$ cat src/hw/rtl/sts_sqrt_cell.sv
// sts_sqrt_cell: one root bit of a digit-by-digit integer square root,
// registered. uses no package.
module sts_sqrt_cell #(
  parameter int RootW = 25,
  parameter int RadW  = 50,
  parameter int SideW = 8
) (
  input  logic               clk_i,
  input  logic               rst_ni,
  input  logic               valid_i,
  input  logic [RadW-1:0]    rad_i,
  input  logic [RootW+2:0]   rem_i,
  input  logic [RootW-1:0]   root_i,
  input  logic [SideW-1:0]   side_i,
  output logic               valid_o,
  output logic [RadW-1:0]    rad_o,
  output logic [RootW+2:0]   rem_o,
  output logic [RootW-1:0]   root_o,
  output logic [SideW-1:0]   side_o
);

  localparam int RemW = RootW + 3;

  logic [RemW-1:0]  rem_sh, trial, rem_d;
  logic             ge;
  logic             valid_q;
  logic [RadW-1:0]  rad_q;
  logic [RemW-1:0]  rem_q;
  logic [RootW-1:0] root_q;
  logic [SideW-1:0] side_q;

  // bring down the next two radicand bits, try (root << 2) | 1
  assign rem_sh = {rem_i[RemW-3:0], rad_i[RadW-1:RadW-2]};
  assign trial  = {1'b0, root_i, 2'b01};
  assign ge     = (rem_sh >= trial);
  assign rem_d  = ge ? (rem_sh - trial) : rem_sh;

  always_ff @(posedge clk_i or negedge rst_ni) begin
    if (!rst_ni) begin
      valid_q <= 1'b0;
    end else begin
      valid_q <= valid_i;
    end
  end

  always_ff @(posedge clk_i) begin
    rad_q  <= {rad_i[RadW-3:0], 2'b00};
    rem_q  <= rem_d;
    root_q <= {root_i[RootW-2:0], ge};
    side_q <= side_i;
  end

  assign valid_o = valid_q;
  assign rad_o   = rad_q;
  assign rem_o   = rem_q;
  assign root_o  = root_q;
  assign side_o  = side_q;

endmodule

$ cat config.mk
export PLATFORM = sky130hd
export DESIGN_NAME = sts_sqrt_cell
export DESIGN_NICKNAME = d
export VERILOG_FILES = /design/src/hw/rtl/sts_sqrt_cell.sv
export SDC_FILE = /design/constraint.sdc
export NUM_CORES = 1
export LEC_CHECK = 0
export BUFFER_PORTS_ARGS = -buffer_cell sky130_fd_sc_hd__buf_2
export CORE_ASPECT_RATIO = 2
export CORE_MARGIN = 2
export CORE_UTILIZATION = 44
export DETAILED_ROUTE_END_ITERATION = 8
export MAX_ROUTING_LAYER = met4
export PLACE_DENSITY = 0.83
export SYNTH_ARGS = -nofsm -noshare
export SYNTH_HDL_FRONTEND = slang
export SYNTH_SLANG_ARGS = --single-unit
export TNS_END_PERCENT = 100
$ cat constraint.sdc
create_clock -name clk_i -period 0.8 [get_ports clk_i]
set_input_delay 0.08 -clock clk_i [delete_from_list [all_inputs] [get_ports clk_i]]
set_output_delay 0.08 -clock clk_i [all_outputs]
set_load 0.005 [all_outputs]
==> results of run 1 <==
## Yosys cell counts (5+ instances only)
library cell / instances / share of area, %
nor2_1: 31 / 2.8
o211ai_1: 6 / 1.1
xnor2_1: 8 / 1.7
a21oi_1: 41 / 4.9
nand3_1: 9 / 1.1
a31oi_1: 7 / 1.1
nor3_1: 6 / 0.72
ha_1: 27 / 8.1
inv_1: 33 / 3.0
a21o_1: 13 / 2.4
dfxtp_1: 109 / 53
nand2b_1: 5 / 0.75
o21ai_1: 5 / 0.60
buf_4: 6 / 1.1
nand2_1: 24 / 2.2
o21ai_0: 13 / 1.6
xor2_1: 13 / 2.7
buf_6: 5 / 1.4
## cell families after synthesis
logic type                 count (synthesis)  synth area share, %
DFF                                      110                 53.2
AOI/OAI and AO/OA                        107                 16.3
and+or+nand+nor                           94                 11.7
buffers and inverters                     47                 5.82
adders and majority gates                 27                 8.14
xor gates and xnor gates                  22                 4.82
other                                      1               0.0903
## layer usage
layer | GRT usage [%] | GRT overflow
met5 | - | -
met4 | 70.5 | 1
met3 | 35.7 | 0
met2 | 86.7 | 4
met1 | 54.6 | 0
## stage by stage
step / setup WS (ns) / instances / cell area, um2 / util (%)
floorplan: -1.09 / 409 / 4290 / -
detailed placement: -1.43 / 814 / 6140 / 66.3
CTS: -0.851 / 934 / 8040 / 86.8
global placement: -1.38 / 814 / 6140 / 66.3
## repair_timing
| action | in CTS |
|---|---|
| resized for setup | 148 |
| cloned | 1 |
| setup buffers | 12 |
| pin swaps | 34 |
| hold buffers | 91 |
| hold endpoints to repair | 91 |
| endpoints found under the setup margin | 139 |
==> out/qor.csv, run 1 <==
metric,value,unit
clkSinkCount,110,
crit_endpoint,rem_o[16]$_DFF_P_/D,
cts_max_level,3,
ys_seq_area_share,53.2,%
ios,226,
cts-root-buf,clkbuf_16,
synth_edf_count,0,
yosysUniqueCellTypes,54,
die-width,72.7,um
synthArstFlopShare,0.909,%
yosysWarningCount,0,
status,stopped before the end,
cts.path.max_buffers,2,
antenna_found_initial,3,
dp_hpwl,10.7,mm
cts_buffers,9,
grt_max_degree,20,
overflow,5,
synthesis.area,4150,um2
synth-seq-cells,110,
worst-ep-kind,sequential cell input,
haltStage,global routing,
gp_congestion,0.933,
dieHeight,141,um
portBuffers,221,
synth_area_per_cell,10.2,um2
grt.total_usage,63.0,%
start_util,44.8,%
tool.error,[ERROR GRT-0232] Routing congestion too high. Check the congestion heatmap in the GUI.,
syn_inst,408,
synth_ff_type,dfxtp_1,
num_rows,50,
==> inputs of run 2 (changes only) <==
- CORE_ASPECT_RATIO: 2 -> not set
- CORE_UTILIZATION: 44 -> 40
- MAX_ROUTING_LAYER: met4 -> not set
- PLACE_DENSITY: 0.83 -> not set
- PLACE_DENSITY_LB_ADDON: not set -> 0.15
==> out/qor.csv, run 2 <==
metric,value,unit,change
wire_per_inst,16.1,um,
fmax,597,MHz,
ys_top_cells_by_area,"dfxtp_1, ha_1, a21oi_1",,unchanged
setup_slack,-0.876,ns,
rsz0062_at_grt,yes,,
crit_path_max_fanout,21,,
power.density,1670,nW/um2,
grt_pass1_vias,4811,,
peakVddDrop,1.05,mV,
final_cell_mix,"buf_2, dlygate4sd3_1, buf_4",,
antenna_found_initial,0,,
synth_area_per_cell,10.2,um2,unchanged
dieArea,11200,um2,
worst-endpoint-arrival,1.96,ns,
hold_violations,0,,
placed_cell_area,6130,um2,was 6140 um2
gr-usage-met3,6.12,%,
grt_pass1_wl,23.1,mm,
failed_checks,setup timing,,
synth_edf_count,0,,unchanged
dp_hpwl,9.31,mm,was 10.7 mm
overflow,0,,
met2_usage,48.4,%,
layout_commonest_cell,buf_2,,
cts_buffers,9,,unchanged
status,"finished, violations left",,was stopped before the end
wl,15.8,mm,
slew_violations,0,,
vias_per_cell,4.81,,
required,1.08,ns,
post-route-min-period,1.68,ns,
drcViolationCount,0,,
start_kind,input pin,,
area_growth,102,%,
placed_cells,842,,was 814
drive_gt1_share,59.3,%,
synthTopCellsByCount,"dfxtp_1, a21oi_1, inv_1, nor2_1, ha_1",,unchanged
die-width,106,um,was 72.7 um
grt.total_usage,26.2,%,
place_ws,-1.37,ns,was -1.43 ns
clkSinkCount,110,,unchanged
dr_total_vias,4722,,
post-route-period-util,209,%,
gp_congestion,0.808,,was 0.933
yosysUniqueCellTypes,54,,unchanged
min_path_type,in -> reg,,
cts_max_level,3,,unchanged
maxCapViolCount,0,,
fin_cells,982,,
num_rows,37,,was 50
busiest_layer,met2,,
ios,226,,unchanged
syn_inst,408,,unchanged
dieHeight,106,um,was 141 um
crit_path_end_kind,flop,,
cts.path.max_buffers,2,,unchanged
nFillCells,595,,
firstDrtPassIters,4,,
clkTransAtPathRegs,0.11,ns,
synth_top_area_share,52.6,%,unchanged
p_leak,4.00,nW,
fin_area,8400,um2,
synthesis.area,4150,um2,unchanged
drt_iter0_drc,216,,
drtAntennaViolNets,0,,
antennaDiodeCount,0,,
synth.most_common_cell,dfxtp_1,,unchanged
synth-seq-cells,110,,unchanged
start_util,40.8,%,was 44.8%
portBuffers,221,,unchanged
synthArstFlopShare,0.909,%,unchanged
fin_util,82.5,%,
grt_util_met1,28.9,%,
coreArea,10200,um2,
cts-root-buf,clkbuf_8,,was clkbuf_16
synth_ff_type,dfxtp_1,,unchanged
cts_tree,yes,,
crit_type,in -> reg,,
grt_max_degree,22,,
largest_reg_flops,48,,
final_nets,982,,
finalSetupViolations,139,,
hold_slack,0.0298,ns,
yosysTopAreaCell,dfxtp_1,,unchanged
ys_seq_area_share,53.2,%,unchanged
yosysWarningCount,0,,unchanged
run 2: critical path, stage by stage:
cell and delay (ns):
buf_6 0.10, inv_4 0.05, ha_4 0.20, a21o_1 0.19, or3_4 0.37, o21ai_4 0.19
a31oi_4 0.12, nor2_4 0.22, inv_4 0.09, buf_12 0.16, nor2_1 0.13, a21oi_2 0.04
run 2: timing repair:
action,CTS,global route
hold buffers,103,0
buffers inserted,17,5
pin swaps,42,22
endpoints found under the hold margin,102,0
resized for setup,101,120
gates cloned,1,0
endpoints found under the setup margin,139,139
run 2: layout make-up:
type / instances / area, um2 / area share, %
clock buffer: 10 / 138 / 1.64
clock inverter: 6 / 61.3 / 0.730
inverter: 34 / 155 / 1.85
multi-input combinational: 252 / 2280 / 27.1
sequential: 110 / 2270 / 27.0
tap: 136 / 170 / 2.03
timing repair buffer: 434 / 3330 / 39.6
run 2: final timing paths:
kind	startpoint	to	slack [ns]	cells after the start
min in group asynchronous	rst_ni	valid_o$_DFF_PN0_	0.53	3
min	rem_i[13]	rem_o[15]$_DFF_P_	0.03	4
max in group asynchronous	rst_ni	valid_o$_DFF_PN0_	0.16	3
max	root_i[3]	rem_o[2]$_DFF_P_	-0.88	12
run 2: power breakdown:
group	total, mW	leakage (nW)	internal [mW]	switching (mW)
Combinational	4.45	2.97	2.53	1.91
Sequential	6.21	0.931	6.04	0.170
Clock	3.39	0.0982	1.30	2.10
Total	14.0	4.00	9.87	4.18
run 2: cell families after synthesis:
group | synth area share [%]
AOI/OAI and AO/OA | 16.3
xor gates and xnor gates | 4.82
adders and majority gates | 8.14
buffers and inverters | 5.82
DFF | 53.2
other | 0.0903
and+or+nand+nor | 11.7
run 2: per-stage QoR:
stage	power [mW]	TNS (ns)
floorplan	7.76	-28.61
global placement	9.31	-35.60
detailed placement	9.36	-36.94
CTS	13.5	-33.62
global route	14.7	-40.39
finish	14.0	-34.67
run 2: layer usage:
layer,vias up,part of all wire [%]
li1,2265,-
met1,2231,38
met2,185,53
met3,41,5.8
met4,0,3.1
met5,-,0
(Power assumes the default switching activity.)
